<file path="config.mk">
export PLATFORM = sky130hd
export DESIGN_NAME = kpd_scan_count
export DESIGN_NICKNAME = d
export VERILOG_FILES = /design/src/rtl/core/kpd_pkg.sv /design/src/rtl/core/kpd_scan_count.sv
export SDC_FILE = /design/constraint.sdc
export NUM_CORES = 1
export LEC_CHECK = 0
export BUFFER_PORTS_ARGS = -buffer_cell sky130_fd_sc_hd__buf_2
export CORE_MARGIN = 4
export CORE_UTILIZATION = 40
export CTS_BUF_LIST = sky130_fd_sc_hd__clkbuf_16
export DETAILED_ROUTE_END_ITERATION = 8
export PLACE_DENSITY = 0.68
export SLEW_MARGIN = 15
export SYNTH_ARGS = -nofsm -noshare
export SYNTH_HDL_FRONTEND = slang
export SYNTH_SLANG_ARGS = --single-unit
</file>
<file path="constraint.sdc">
create_clock -name clk -period 11.4 [get_ports clk]
set_clock_uncertainty 0.1 [all_clocks]
set_input_delay 0.57 -clock clk [delete_from_list [all_inputs] [get_ports clk]]
set_output_delay 0.57 -clock clk [all_outputs]
set_load 0.02 [all_outputs]
</file>
<file path="src/rtl/core/kpd_pkg.sv">
// kpd_pkg: shared types, constants and helpers of the keypad matrix change detector
// no dependencies; compiled first

package kpd_pkg;

  localparam int MAP_W       = 64;  // one bit per key
  localparam int CODE_W      = 6;   // scan code width
  localparam int DIM_W       = 4;   // rows / cols register width
  localparam int POS_W       = 3;   // row or column position
  localparam int SHIFT_W     = 2;   // scan code row shift, 0..3
  localparam int IDX_W       = 6;   // key index, 0..63
  localparam int HOLD_W      = 16;
  localparam int PAIR_W      = 32;
  localparam int HALF_W      = 16;
  localparam int ACT_W       = 2;
  localparam int CFG_DATA_W  = 32;
  localparam int CFG_INDEX_W = 3;

  // saturating count of pressed keys
  localparam logic [1:0] PRESS_NONE  = 2'd0;
  localparam logic [1:0] PRESS_ONE   = 2'd1;
  localparam logic [1:0] PRESS_PAIR  = 2'd2;
  localparam logic [1:0] PRESS_GHOST = 2'd3;

  typedef enum logic [CFG_INDEX_W-1:0] {
    REG_NUM_ROWS,
    REG_NUM_COLS,
    REG_PAIR_A,
    REG_PAIR_B,
    REG_HOLD
  } reg_index_t;

  typedef enum logic [ACT_W-1:0] {
    ACT_LEAVE,
    ACT_DRIVE,
    ACT_PULSE
  } action_t;

  typedef struct packed {
    logic [MAP_W-1:0] pressed_map;
  } snapshot_t;

  typedef struct packed {
    logic              event_valid;
    logic [CODE_W-1:0] scan_code;
    logic              key_down;
    logic              last_of_scan;
    logic [MAP_W-1:0]  key_map;
    logic              ghost_rejected;
    logic [ACT_W-1:0]  enable_action;
  } result_t;

  // effective matrix geometry
  typedef struct packed {
    logic [POS_W-1:0]   rows_m1;
    logic [SHIFT_W-1:0] shift;
    logic [IDX_W-1:0]   keys_m1;
  } geom_t;

  // outcome of the counting pass
  typedef struct packed {
    logic [1:0]        pressed;
    logic [CODE_W-1:0] code_a;
    logic [CODE_W-1:0] code_b;
  } count_res_t;

  // per-scan fields carried on every result
  typedef struct packed {
    logic    ghost;
    action_t action;
  } scan_flags_t;

  // column always fits below the row shift, so or-ing is the same as adding
  function automatic logic [CODE_W-1:0] code_of(logic [POS_W-1:0] row,
                                                logic [POS_W-1:0] col,
                                                logic [SHIFT_W-1:0] shift);
    return (CODE_W'(row) << shift) | CODE_W'(col);
  endfunction

endpackage

</file>
<file path="src/rtl/core/kpd_scan_count.sv">
// kpd_scan_count: bit-serial pass over a masked snapshot, one key per cycle
// counts pressed keys (saturating) and captures the first two scan codes
// depends on kpd_pkg

module kpd_scan_count (
  input  logic                      clk,
  input  logic                      rst,
  input  logic                      start,
  input  kpd_pkg::geom_t            geom,
  input  logic [kpd_pkg::MAP_W-1:0] snap,
  output logic                      done,
  output kpd_pkg::count_res_t       res
);
  import kpd_pkg::*;

  logic [MAP_W-1:0]  sr;
  logic [IDX_W-1:0]  idx;
  logic [POS_W-1:0]  row;
  logic [POS_W-1:0]  col;
  logic              running;
  logic [CODE_W-1:0] code;

  assign code = code_of(row, col, geom.shift);

  always_ff @(posedge clk) begin
    if (rst) begin
      running <= 1'b0;
      done    <= 1'b0;
    end else begin
      // pulse after the last key of the matrix went through
      done <= !start && running && (idx == geom.keys_m1);
      if (start) begin
        sr          <= snap;
        idx         <= '0;
        row         <= '0;
        col         <= '0;
        res.pressed <= PRESS_NONE;
        running     <= 1'b1;
      end else if (running) begin
        sr <= sr >> 1;
        if (sr[0]) begin
          if (res.pressed == PRESS_NONE) res.code_a <= code;
          if (res.pressed == PRESS_ONE) res.code_b <= code;
          if (res.pressed != PRESS_GHOST) res.pressed <= res.pressed + 1'b1;
        end
        // column-major walk
        if (row == geom.rows_m1) begin
          row <= '0;
          col <= col + 1'b1;
        end else begin
          row <= row + 1'b1;
        end
        idx <= idx + 1'b1;
        if (idx == geom.keys_m1) begin
          running <= 1'b0;
        end
      end
    end
  end

endmodule

</file>
==> results.tsv <==
metric	value	unit
run_status	complete, no violations	
setup_repair_after_global_routing_missed_its_margin	false	
grt_antenna_before_repair	0	
hold_slack	415	ps
synth_commonest_cells	sky130_fd_sc_hd__edfxtp_1 (90), sky130_fd_sc_hd__mux2_2 (64), sky130_fd_sc_hd__nor2_1 (15)	
cts_resized	0	
timing.final.hold_violations	0	
fin_nets	415	
detail_route.wirelength	6790	um
combinational_family_with_the_most_area_after_synthesis	multiplexers	
post_synth_num_cell_types	30	
synth_edf_count	90	
max_slew.worst_pin.slew	936	ps
post_synth_instance_area	3980	sq um
critical_path_class	input port to flip-flop	
boundaryPins	93	
place.port_buffers	92	
insertedDiodeCount	0	
synth_adder_area_share	0.0189	
synth_top_cell_area_share	0.679	
critPathCaptureType	flip-flop	
muxShareOfSynthArea	0.186	
synth_nets	319	
power.ir.vdd_worst	0.0000997	V
compound_gate_portion_of_the_synthesized_area	0.0148	
synth_top_flop_cell	sky130_fd_sc_hd__edfxtp_1	
ctsLongestPathBuffers	2	
final_layout_size_suffix_gt1_frac	0.521	
post_synth.cell_area_avg	16.9	sq um
htree_levels	3	
post_synth_inst_count	235	
coreArea	9730	sq um
ys_seq_elements	92	
synth.area.top_cells	sky130_fd_sc_hd__edfxtp_1 (68%), sky130_fd_sc_hd__mux2_2 (18%), sky130_fd_sc_hd__xnor2_1 (2.0%), sky130_fd_sc_hd__ha_1 (1.9%), sky130_fd_sc_hd__nor2_1 (1.4%)	
avgViaCountPerCell	4.68	
drt_pre_antenna_iters	5	
setup_total_negative_slack	0	ps
timing.critical_path.required	11250	ps
yosysMostFrequentCell	sky130_fd_sc_hd__edfxtp_1	
cts_tree	yes	
final.period_utilization	0.178	
clock_pin_slew_on_the_worst_setup_and_hold_paths	60	ps
initial_core_util	0.409	
post-synth-top-area-cell	sky130_fd_sc_hd__edfxtp_1	
slew_viol_final	0	
via_count_of_the_first_global_routing_pass	2163	
synthToLayoutAreaGrowth	23.0	%
achievable-frequency	492	MHz
leakage_power	1.85	nW
synth.yosys.warnings	0	
cts_sinks	92	
wire_per_inst	14.5	um
post-cts-setup-buffer-count	0	
clock_tree.root_cell	sky130_fd_sc_hd__clkbuf_16	
async_reset_ff_frac	0	
worst-endpoint-arrival	1890	ps
worst_skew_pair.late_latency	330	ps
rows	36	
startpoint_type	input port	
drt_drc_violations_left	0	
synthSimpleGateAreaFrac	0.0452	
synth_sequential_area_ratio	0.689	
worstHoldPathType	input port to flip-flop	
die_area	11600	sq um
power.density_cell_area	158	nW/um^2
ant_nets	0	
vias	2195	
setup_viol_count_final	0	
timing.max_cap.violations	0	
timing.slew.headroom	0.376	
grt_first_pass_wirelength	10200	um
cts-hold-fix-buffers	0	
grt_use_total	0.117	
cts_inserted_buffers	9	
synth-xor-area-share	0.0308	
die_w	108	um
globalRouteOverflowTotal	0	
detailed_place_hpwl	4660	um
chipHeight	108	um
place_congestion	0.813	
number_of_inserted_filler_cells_in_the_final_layout	870	
crit_fanout	74	
grt_max_degree	75	
detail_route.iter0.violations	90	
final.min_clock_period	2030	ps
[cells by family (layout without fill, tap and decap cells)]
family | count (synthesis) | count (layout)
buffers and inverters | 14 | 115
flip-flops | 92 | 92
adder cells (fa/ha/maj) | 6 | 6
AO/OA/AOI/OAI | 9 | 9
multiplexers | 66 | 66
AND/OR/NAND/NOR | 34 | 34
XOR/XNOR | 14 | 14
[layer usage]
layer  vias to the layer above  part of all wire  global-route usage
li1                       1075                 -                   -
met3                         9             0.070              0.0438
met4                         0             0.014              0.0433
met5                         -                 0                   0
met1                      1044              0.45               0.150
met2                        67              0.47               0.180
[area by class of cell]
class / instances / area [sq um] / share of cell area
repair buffers: 94 / 478 / 0.0975
clock buffers: 9 / 225 / 0.0460
flip-flops and latches: 92 / 2740 / 0.560
inverters: 5 / 18.8 / 0.00383
clock inverters: 7 / 83.8 / 0.0171
well taps: 133 / 166 / 0.0340
multi-input cells: 129 / 1180 / 0.242
[power breakdown]
part	internal [mW]	switching [mW]
Clock	0.189	0.117
Combinational	0.0347	0.0289
Sequential	0.397	0.00753
[metrics by stage]
step | utilization | area [sq um] | setup slack [ps] | instances | total power [mW]
floorplan | - | 3980 | 6750 | 235 | 0.453
global placement | 0.472 | 4590 | 9050 | 453 | 0.474
detailed placement | 0.472 | 4590 | 9010 | 453 | 0.476
CTS | 0.504 | 4900 | 9370 | 469 | 0.785
global route | 0.504 | 4900 | 9290 | 469 | 0.807
finish | 0.504 | 4900 | 9370 | 469 | 0.774
[registers in the layout, summed over array words and instances, names as in the netlist]
signal,flops
col,3
row,3
res,14
done,1
sr,64
idx,6
running,1
[worst max-delay path: stages]
cell	delay, ps
sky130_fd_sc_hd__buf_4	290
sky130_fd_sc_hd__nor2_1	150
sky130_fd_sc_hd__nor2_4	100
sky130_fd_sc_hd__buf_4	680
[placed cells by master, fill, tap and decap left out, types with 3 or more instances in the layout]
| cell type | count |
|---|---|
| sky130_fd_sc_hd__xnor2_1 | 9 |
| sky130_fd_sc_hd__inv_1 | 6 |
| sky130_fd_sc_hd__nand3_1 | 3 |
| sky130_fd_sc_hd__ha_1 | 6 |
| sky130_fd_sc_hd__clkbuf_16 | 9 |
| sky130_fd_sc_hd__mux2_2 | 64 |
| sky130_fd_sc_hd__buf_4 | 3 |
| sky130_fd_sc_hd__edfxtp_1 | 90 |
| sky130_fd_sc_hd__buf_2 | 91 |
| sky130_fd_sc_hd__nor2_1 | 14 |
| sky130_fd_sc_hd__xor2_1 | 5 |
| sky130_fd_sc_hd__nand2_1 | 3 |
| sky130_fd_sc_hd__clkinv_1 | 3 |
[worst paths after layout]
| path | startpoint | to | slack [ps] | cells past startpoint |
|---|---|---|---|---|
| setup / recovery | start | sr[2] | 9370 | 4 |
| hold / removal | rst | done | 410 | 2 |
| setup reg to reg | res[13] | res[3] | 9550 | 3 |
| hold reg to reg | running | done | 430 | 1 |
Note: power is estimated with default switching activity, not from simulation.
