--- src/rtl/core/kpd_pkg.sv ---
// kpd_pkg: shared types, constants and helpers of the keypad matrix change detector
// no dependencies; compiled first

package kpd_pkg;

  localparam int MAP_W       = 64;  // one bit per key
  localparam int CODE_W      = 6;   // scan code width
  localparam int DIM_W       = 4;   // rows / cols register width
  localparam int POS_W       = 3;   // row or column position
  localparam int SHIFT_W     = 2;   // scan code row shift, 0..3
  localparam int IDX_W       = 6;   // key index, 0..63
  localparam int HOLD_W      = 16;
  localparam int PAIR_W      = 32;
  localparam int HALF_W      = 16;
  localparam int ACT_W       = 2;
  localparam int CFG_DATA_W  = 32;
  localparam int CFG_INDEX_W = 3;

  // saturating count of pressed keys
  localparam logic [1:0] PRESS_NONE  = 2'd0;
  localparam logic [1:0] PRESS_ONE   = 2'd1;
  localparam logic [1:0] PRESS_PAIR  = 2'd2;
  localparam logic [1:0] PRESS_GHOST = 2'd3;

  typedef enum logic [CFG_INDEX_W-1:0] {
    REG_NUM_ROWS,
    REG_NUM_COLS,
    REG_PAIR_A,
    REG_PAIR_B,
    REG_HOLD
  } reg_index_t;

  typedef enum logic [ACT_W-1:0] {
    ACT_LEAVE,
    ACT_DRIVE,
    ACT_PULSE
  } action_t;

  typedef struct packed {
    logic [MAP_W-1:0] pressed_map;
  } snapshot_t;

  typedef struct packed {
    logic              event_valid;
    logic [CODE_W-1:0] scan_code;
    logic              key_down;
    logic              last_of_scan;
    logic [MAP_W-1:0]  key_map;
    logic              ghost_rejected;
    logic [ACT_W-1:0]  enable_action;
  } result_t;

  // effective matrix geometry
  typedef struct packed {
    logic [POS_W-1:0]   rows_m1;
    logic [SHIFT_W-1:0] shift;
    logic [IDX_W-1:0]   keys_m1;
  } geom_t;

  // outcome of the counting pass
  typedef struct packed {
    logic [1:0]        pressed;
    logic [CODE_W-1:0] code_a;
    logic [CODE_W-1:0] code_b;
  } count_res_t;

  // per-scan fields carried on every result
  typedef struct packed {
    logic    ghost;
    action_t action;
  } scan_flags_t;

  // column always fits below the row shift, so or-ing is the same as adding
  function automatic logic [CODE_W-1:0] code_of(logic [POS_W-1:0] row,
                                                logic [POS_W-1:0] col,
                                                logic [SHIFT_W-1:0] shift);
    return (CODE_W'(row) << shift) | CODE_W'(col);
  endfunction

endpackage

--- src/rtl/core/kpd_stream_if.sv ---
// kpd_stream_if: valid/ready channel carrying one word of a given payload type
// no dependencies; payload types come from kpd_pkg at the instantiation

interface kpd_stream_if #(
  parameter type payload_t = logic
);
  logic     valid;
  logic     ready;
  payload_t payload;

  modport source (output valid, output payload, input ready);
  modport sink   (input valid, input payload, output ready);
endinterface

--- src/rtl/core/kpd_change_walk.sv ---
// kpd_change_walk: bit-serial walk over the changed-key map, one key per cycle unless a changed key
// waits for a free output slot; one word per changed key (one empty word if none) goes to the output register
// depends on kpd_pkg and kpd_stream_if

module kpd_change_walk (
  input  logic                      clk,
  input  logic                      rst,
  input  logic                      load,
  input  kpd_pkg::geom_t            geom,
  input  logic [kpd_pkg::MAP_W-1:0] changed,
  input  logic [kpd_pkg::MAP_W-1:0] key_map,
  input  kpd_pkg::scan_flags_t      flags,
  output logic                      busy,
  kpd_stream_if.source              key_events
);
  import kpd_pkg::*;

  typedef enum logic [1:0] {
    W_IDLE,
    W_EMPTY,
    W_RUN
  } wstate_t;

  wstate_t          state;
  logic [MAP_W-1:0] chg_sr;
  logic [MAP_W-1:0] new_sr;
  logic [MAP_W-1:0] map;
  scan_flags_t      flags_r;
  logic [POS_W-1:0] row;
  logic [POS_W-1:0] col;
  logic             slot_free;
  logic             rest_zero;
  logic             emit;
  result_t          word;

  assign busy      = (state != W_IDLE);
  assign slot_free = !key_events.valid || key_events.ready;
  assign rest_zero = (chg_sr[MAP_W-1:1] == '0);
  // a word goes into the output register this cycle
  assign emit      = slot_free && ((state == W_EMPTY) || (state == W_RUN && chg_sr[0]));

  always_comb begin
    word.event_valid    = (state == W_RUN);
    word.scan_code      = (state == W_RUN) ? code_of(row, col, geom.shift) : '0;
    word.key_down       = (state == W_RUN) && new_sr[0];
    word.last_of_scan   = (state == W_EMPTY) || rest_zero;
    word.key_map        = map;
    word.ghost_rejected = flags_r.ghost;
    word.enable_action  = flags_r.action;
  end

  always_ff @(posedge clk) begin
    if (rst) begin
      state            <= W_IDLE;
      key_events.valid <= 1'b0;
    end else begin
      if (emit) key_events.valid <= 1'b1;
      else if (key_events.ready) key_events.valid <= 1'b0;
      unique case (state)
        W_IDLE: begin
          if (load) begin
            chg_sr  <= changed;
            new_sr  <= key_map;
            map     <= key_map;
            flags_r <= flags;
            row     <= '0;
            col     <= '0;
            state   <= (changed == '0) ? W_EMPTY : W_RUN;
          end
        end
        W_EMPTY: begin
          if (slot_free) begin
            key_events.payload <= word;
            state              <= W_IDLE;
          end
        end
        W_RUN: begin
          // a changed key waits for a free output slot, others pass at once
          if (!chg_sr[0] || slot_free) begin
            chg_sr <= chg_sr >> 1;
            new_sr <= new_sr >> 1;
            if (row == geom.rows_m1) begin
              row <= '0;
              col <= col + 1'b1;
            end else begin
              row <= row + 1'b1;
            end
            if (chg_sr[0]) begin
              key_events.payload <= word;
              if (rest_zero) state <= W_IDLE;
            end
          end
        end
        default: state <= W_IDLE;
      endcase
    end
  end

endmodule

--- src/flat_wrapper.sv ---
// flat-port wrapper written by rule: the top's interface ports become plain ports
module kpd_change_walk_flat import kpd_pkg::*;
  (clk, rst, load, geom, changed, key_map, flags, busy, key_events_valid, key_events_payload, key_events_ready);
  kpd_stream_if key_events_i ();
  input  logic clk;
  input  logic rst;
  input  logic load;
  input  kpd_pkg::geom_t geom;
  input  logic [kpd_pkg::MAP_W-1:0] changed;
  input  logic [kpd_pkg::MAP_W-1:0] key_map;
  input  kpd_pkg::scan_flags_t flags;
  output logic busy;
  output wire logic [$bits(key_events_i.valid)-1:0] key_events_valid;
  output wire logic [$bits(key_events_i.payload)-1:0] key_events_payload;
  input wire logic [$bits(key_events_i.ready)-1:0] key_events_ready;
  assign key_events_valid = key_events_i.valid;
  assign key_events_payload = key_events_i.payload;
  assign key_events_i.ready = key_events_ready;
  kpd_change_walk u_core (.clk(clk), .rst(rst), .load(load), .geom(geom), .changed(changed), .key_map(key_map), .flags(flags), .busy(busy), .key_events(key_events_i));
endmodule
--- config.mk ---
export PLATFORM = sky130hd
export DESIGN_NAME = kpd_change_walk_flat
export DESIGN_NICKNAME = d
export VERILOG_FILES = /design/src/rtl/core/kpd_pkg.sv /design/src/rtl/core/kpd_stream_if.sv /design/src/rtl/core/kpd_change_walk.sv /design/src/flat_wrapper.sv
export SDC_FILE = /design/constraint.sdc
export NUM_CORES = 1
export LEC_CHECK = 0
export BUFFER_PORTS_ARGS = -buffer_cell sky130_fd_sc_hd__buf_2
export CAP_MARGIN = 20
export CORE_ASPECT_RATIO = 1.2
export CORE_UTILIZATION = 46
export DETAILED_ROUTE_END_ITERATION = 8
export PLACE_DENSITY = 0.8
export SETUP_SLACK_MARGIN = 0.05
export SYNTH_ARGS = -nofsm -noshare
export SYNTH_HDL_FRONTEND = slang
export SYNTH_SLANG_ARGS = --single-unit
--- constraint.sdc ---
create_clock -name clk -period 21.1 [get_ports clk]
set_input_delay 2.11 -clock clk [delete_from_list [all_inputs] [get_ports clk]]
set_output_delay 2.11 -clock clk [all_outputs]
set_load 0.01 [all_outputs]
==> results of run 1 <==
-- how the worst max path moves through the flow --
| stage | from | endpoint | slack [ps] | cells past startpoint |
|---|---|---|---|---|
| 3_5_place_dp | key_events_ready | u_core.chg_sr[58] | 17140 | 5 |
| 3_3_place_gp | key_events_ready | u_core.chg_sr[43] | 17220 | 5 |
| 5_1_grt | key_events_ready | u_core.chg_sr[63] | 17390 | 5 |
| 4_1_cts | key_events_ready | u_core.chg_sr[58] | 17490 | 5 |
| 6_report | key_events_ready | u_core.chg_sr[8] | 17470 | 5 |
| 2_1_floorplan | key_events_ready | u_core.chg_sr[0] | 7940 | 3 |
-- kinds of logic (layout without fill, tap and decap cells) --
kind of cell           after synthesis  after routing  share of synthesized area
and+or+nand+nor                    246            246                      0.332
DFF                                 69             69                      0.634
AOI/OAI and AO/OA                    6              6                     0.0120
buffers and inverters               16             91                     0.0225
-- sequential cells by signal, indices dropped and copies added, names as in the netlist --
signal / count
u_core.chg_sr: 64
u_core.state: 2
u_core.key_events.payload: 1
u_core.flags_r: 1
u_core.key_events.valid: 1
-- cell usage in the layout (no fill, tap or decap) --
cell / instances
nor3_2: 1
o21ai_0: 1
bufinv_16: 1
nand2_1: 191
clkbuf_8: 9
nor2b_1: 2
nand2b_1: 1
inv_1: 2
nand4_1: 7
a21oi_1: 2
nor4b_1: 1
nor3_1: 2
nand2b_2: 1
edfxtp_1: 66
o31ai_1: 1
buf_2: 71
and4_1: 1
nor4_1: 30
nor2_1: 4
clkbuf_1: 3
nor4_2: 2
dfxtp_1: 3
and2_1: 2
clkinv_1: 2
nor2b_4: 1
a22oi_1: 1
a2111oi_2: 1
buf_12: 1
buf_4: 2
-- Yosys cell counts (2+ instances only) --
library cell | count | share of area
nand2_1 | 191 | 0.22
nor4_1 | 30 | 0.058
nor4_2 | 2 | 0.0078
buf_2 | 10 | 0.016
a21oi_1 | 2 | 0.0031
nor2_1 | 4 | 0.0047
inv_1 | 2 | 0.0023
dfxtp_1 | 3 | 0.019
clkbuf_1 | 4 | 0.0047
nor2b_1 | 3 | 0.0058
nand4_1 | 7 | 0.014
and2_1 | 2 | 0.0039
edfxtp_1 | 66 | 0.61
nand2b_1 | 2 | 0.0039
nor3_1 | 2 | 0.0031
-- power by group through the flow --
stage               Combinational (mW)  Clock, mW  Sequential, mW
detailed placement              0.0415          0           0.177
floorplan                       0.0266          0           0.177
CTS                             0.0418      0.100           0.174
global placement                0.0401          0           0.176
finish                          0.0423     0.0990           0.174
global route                    0.0481      0.106           0.175
-- layout make-up --
type                       instances  area [sq um]
clock buffer                      12           135
clock inverter                     3          37.5
fill                             617          2970
inverter                           2          7.51
multi-input combinational        252          1120
sequential                        69          2040
tap                               87           109
timing repair buffer              74           390
-- layer usage --
layer	global-route usage	up-vias
met5	0	-
met2	0.371	64
met1	0.267	1246
met3	0.0534	9
li1	-	1311
met4	0.0772	0
==> summary.md, run 1 <==
| Metric | Value |
|---|---|
| Clock buffer depth | `2` |
| I/O Buffers | `71` |
| Worst EP arrival | `3590 ps` |
| H-tree Lvls | `3` |
| Final Hold Viols | `0` |
| Num rows | `33` |
| Hpwl dp | `5250 um` |
| Min-Delay Path Class | `reg -> reg` |
| Slowest stage cell, crit path | `buf_4` |
| Worst path top cell family by delay | `buffers and inverters` |
| Setup slack after layout | `17470 ps` |
| Max-cap violations | `0` |
| Post-synth EDFFs | `66` |
| Outcome | `complete, no violations` |
| Reg clk slew, reported paths | `70 ps` |
| Layout cells sized above 1 | `0.218` |
| Worst-Skew Late Latency | `340 ps` |
| Largest net degree at the start of global routing | `67` |
| Req. time, crit path | `21060 ps` |
| Synth Register Bits | `69` |
| Setup WS pre-CTS | `17140 ps` |
| Final Critical Period | `3630 ps` |
| Met2 wire len | `3760 um` |
| Worst slew pin tran | `817 ps` |
| Resize count post-CTS | `0` |
| Power Density | `81.9 nW/um^2` |
| Total internal power | `236 uW` |
| Post-CTS setup buffer count | `0` |
| Comb pwr share | `0.134` |
| DRT iter0 DRCs | `231` |
| Boundary Pins | `149` |
| Slew margin rel. | `0.456` |
| Drt total wl | `7400 um` |
| RSZ-0062 raised after global routing | `false` |
| Initial antenna violation count | `0` |
| Fin area | `3850 sq um` |
| Ys flop type | `edfxtp_1` |
| Wl on met1 | `3300 um` |
| Startpoint types | `input pin` |
| Hold path depth | `0` |
| Hold_buf cts | `0` |
| Syn Area/Cell | `9.56 sq um` |
| Met3 wire length | `268 um` |
| GRT Util Overall | `0.217` |
| Total grt overflow | `0` |
| Mapped Cells | `337` |
| Sequential share of power | `0.552` |
| Count of final setup violators | `0` |
| Die area | `7350 sq um` |
| Dpl cell area | `3650 sq um` |
| Sw frac | `0.252` |
| Crit path kind | `in -> reg` |
| Final Skew | `10.2 ps` |
| Max Transition Viols Final | `0` |
| Hold Crit Endpoint | `u_core.key_events.payload` |
| Crit path max fanout | `64` |
| Hold_ws | `440 ps` |
| Max stage delay on crit path | `700 ps` |
| Highest clock rate | `0.275 GHz` |
| Synth Net Count | `483` |
| Buf/Inv on CP | `2` |
| Async S/R FF share, synth | `0` |
| Total Power | `315 uW` |
| Clock net sink count | `69` |
| Finished Layout Cells | `499` |
| R2R setup slack | `18920 ps` |
| Root Buffer Master | `clkbuf_8` |
| Sequential area share after synthesis | `0.634` |
| Ys Warns | `0` |
| DR vias | `2630` |
| R2R depth | `4` |
| CP Cell Sequence | `buf_2 > nor2b_1 > and2_1 > a2111oi_2 > buf_4` |
| First-pass GRT wire length | `11700 um` |
| Final net count | `554` |
| Die Ht | `93.7 um` |
| TritonCTS buffer count | `9` |
| Origin of the worst min-delay path | `u_core.flags_r[0]` |
| Crit path capture type | `register` |
| Routed WL per cell | `14.8 um` |
| DR pass1 iterations | `4` |
| Antenna diode count | `0` |
| CTS tree | `yes` |
| Via density | `5.27` |
| Final ANT Viol Nets | `0` |
| Core ar. | `6810 sq um` |
| # DRC | `0` |
| VDD IR max | `52.1 uV` |
| Fin crit share | `0.172` |
| Vias in the first global route | `2494` |
| Leak | `1.66 nW` |
| Yosys cell types | `22` |
| Die W | `78.4 um` |
| Final core occ | `0.565` |
| Max layer used | `met4` |
| Worst r2r src | `u_core.key_events.valid` |
| Placed cells | `483` |
| Clock power frac | `0.314` |
| Initial Util | `0.473` |
| Final setup TNS | `0 ps` |
| FF-to-FF End | `u_core.chg_sr[8]` |
| Synthesized area | `3220 sq um` |
| Synth-to-layout area growth | `19.3%` |
| NetSw | `79.3 uW` |
| GP Congestion | `0.805` |
(Power assumes the default switching activity.)
==> run 2: changes to the inputs <==
- ABC_AREA: default -> 1
- CORE_UTILIZATION: 46 -> 43
- PLACE_DENSITY: 0.8 -> 0.77
- clock period: 21.1 -> 3.05 ns (I/O delays scaled with it)
==> run 2 against run 1 <==
  * Cell count grew 19%
  * Setup slack lost 16000 ps
  * Clock skew shrank 2.8 ps
  * Synthesized cell count grew 27%
  * Non-clock buffer count grew 1
  * The run now ends with DRC left
  * Critical path type is now reg -> reg
  * Count of clock-buffer cells in the layout shrank 2
  * Largest cell class unchanged
==> summary.md, run 2 <==
| Metric | Value |
|---|---|
| Clock net sink count | `69` |
| Reg clk slew, reported paths | `70 ps` |
| Outcome | `finished with violations` |
| Area of the multi-input gates | `1320 sq um` |
| Max Transition Viols Final | `0` |
| Core ar. | `7750 sq um` |
| Synth Net Count | `573` |
| Vias in the first global route | `2676` |
| Violated checks | `DRC` |
| Syn Area/Cell | `8.09 sq um` |
| FF+latch area | `2040 sq um` |
| Worst slew pin tran | `642 ps` |
| Synthesized area | `3460 sq um` |
| Ranking of synthesized cells by area | `edfxtp_1 (57%), nand2_1 (24%), nor2_1 (9.7%), dfxtp_1 (1.7%), inv_1 (1.1%)` |
| Slew margin rel. | `0.572` |
| Final Hold Viols | `0` |
| Commonest non-fill, non-tap cell in the layout | `nand2_1` |
| Req. time, crit path | `3020 ps` |
| Worst EP arrival | `1700 ps` |
| Crit path max fanout | `43` |
| H-tree Lvls | `3` |
| Resize count post-CTS | `0` |
| Ys flop type | `edfxtp_1` |
| Die area | `8400 sq um` |
| Initial Util | `0.446` |
| Post-synth top cells | `nand2_1 (225), nor2_1 (89), edfxtp_1 (66), inv_1 (10), buf_2 (7)` |
| Hold_buf cts | `0` |
| Biggest regs | `u_core.chg_sr: 64 flops, u_core.state: 2 flops` |
| Highest clock rate | `0.579 GHz` |
| Reg with most FFs | `u_core.chg_sr` |
| Mapped Cells | `427` |
| Power Density | `561 nW/um^2` |
| Die W | `83.8 um` |
| First-pass GRT wire length | `11800 um` |
| DR vias | `2861` |
| VDD IR max | `232 uV` |
| Dominant cell type by area after synthesis | `edfxtp_1` |
| Count of final setup violators | `0` |
| Min-Delay Path Class | `in -> reg` |
| Synth-to-layout area growth | `18.9%` |
| DR pass1 iterations | `6` |
| Final ANT Viol Nets | `0` |
| I/O Buffers | `71` |
| Boundary Pins | `149` |
| Synth top area share | `0.573` |
| Dpl cell area | `3910 sq um` |
| GRT Util Overall | `0.178` |
| Final net count | `645` |
| Async S/R FF share, synth | `0` |
| Yosys cell types | `19` |
| Leak | `1.86 nW` |
| Final setup TNS | `0 ps` |
| Startpoint types | `register` |
| Largest net degree at the start of global routing | `66` |
| Commonest non-fill, non-tap cells in the layout | `nand2_1 (225), nor2_1 (89), buf_2 (71), edfxtp_1 (66), inv_1 (10)` |
| # DRC | `6` |
| Max-cap violations | `0` |
| Drt total wl | `6950 um` |
| Worst-Skew Late Latency | `330 ps` |
| Post-CTS setup buffer count | `0` |
| GP Congestion | `0.804` |
| Layout cells sized above 1 | `0.190` |
| Hpwl dp | `4910 um` |
| Synth Register Bits | `69` |
| Number of flip-flops in the largest register | `64` |
| Via density | `4.80` |
| Sequential area share after synthesis | `0.591` |
| Final Skew | `7.40 ps` |
| Fin area | `4110 sq um` |
| Crit path kind | `reg -> reg` |
| Ys Warns | `0` |
| Initial antenna violation count | `0` |
| TritonCTS buffer count | `9` |
| Post-synth EDFFs | `66` |
| Fin crit share | `0.566` |
| Crit path capture type | `register` |
| Die Ht | `100 um` |
| Total grt overflow | `0` |
| CTS tree | `yes` |
| Antenna diode count | `0` |
| Clock buffer depth | `2` |
| DRT iter0 DRCs | `133` |
| Top-count cell post-synth | `nand2_1` |
| Root Buffer Master | `clkbuf_8` |
| Num rows | `35` |
| Final Critical Period | `1730 ps` |
| FILL cells | `744` |
| Routed WL per cell | `11.7 um` |
| RSZ-0062 raised after global routing | `false` |
run 2: cell types whose count changed in the layout (fill, tap and decap cells not counted), sizes merged, moves of 3 or more:
| cell | change |
|---|---|
| nand4 | -7 |
| inv | +10 |
| nor4 | -32 |
| nor2b | -3 |
| nand2 | +35 |
| o21ai | +4 |
| nor2 | +87 |
| nand3 | +4 |
run 2: final timing paths:
| path | to | depth (start not counted) | from | slack (ps) |
|---|---|---|---|---|
| max | u_core.chg_sr[33] | 3 | u_core.state[1] | 1320 |
| min | u_core.flags_r[0] | 1 | flags[0] | 140 |
| max reg2reg | u_core.chg_sr[33] | 3 | u_core.state[1] | 1320 |
| min reg2reg | u_core.key_events.payload | 0 | u_core.flags_r[0] | 450 |
run 2: critical path: stages (launching register included):
cell and delay (ps):
dfxtp_1 410, o21ai_0 170, a311oi_4 240, buf_4 500
run 2: power breakdown:
part / leakage [nW] / total [mW] / switching (mW) / internal, mW
Clock: 0.105 / 0.783 / 0.331 / 0.453
Combinational: 1.09 / 0.322 / 0.207 / 0.115
Sequential: 0.658 / 1.20 / 0.0422 / 1.16
run 2: cell type report:
type | instances | share of cell area
clock buffers | 10 | 0.0311
clock inverters | 6 | 0.0189
multi-input cells | 332 | 0.321
well taps | 92 | 0.0280
inverters | 12 | 0.0110
flip-flops and latches | 69 | 0.497
repair buffers | 75 | 0.0938
run 2: through the flow:
stage                     utilization  hold slack (ps)  worst slack [ps]  total power [mW]  cells
after floorplan                     -              374               245              1.43    427
after global routing            0.530              115              1200              2.43    596
after CTS                       0.530              117              1320              2.34    596
final                           0.530              141              1320              2.31    596
after detailed placement        0.504              420              1330              1.55    580
after global placement          0.504              402              1380              1.53    580
run 2: logic make-up after synthesis:
logic type | after synthesis | share of synthesized area
flops | 69 | 0.591
compound gates | 9 | 0.0203
buf+inv | 26 | 0.0329
simple gates | 323 | 0.356
run 2: routing by layer:
| layer | GRT usage | share of wire | vias to the layer above |
|---|---|---|---|
| li1 | - | - | 1489 |
| met1 | 0.227 | 0.46 | 1303 |
| met3 | 0.0469 | 0.038 | 4 |
| met2 | 0.302 | 0.50 | 65 |
| met5 | 0 | 0 | - |
| met4 | 0.0477 | 0.0060 | 0 |
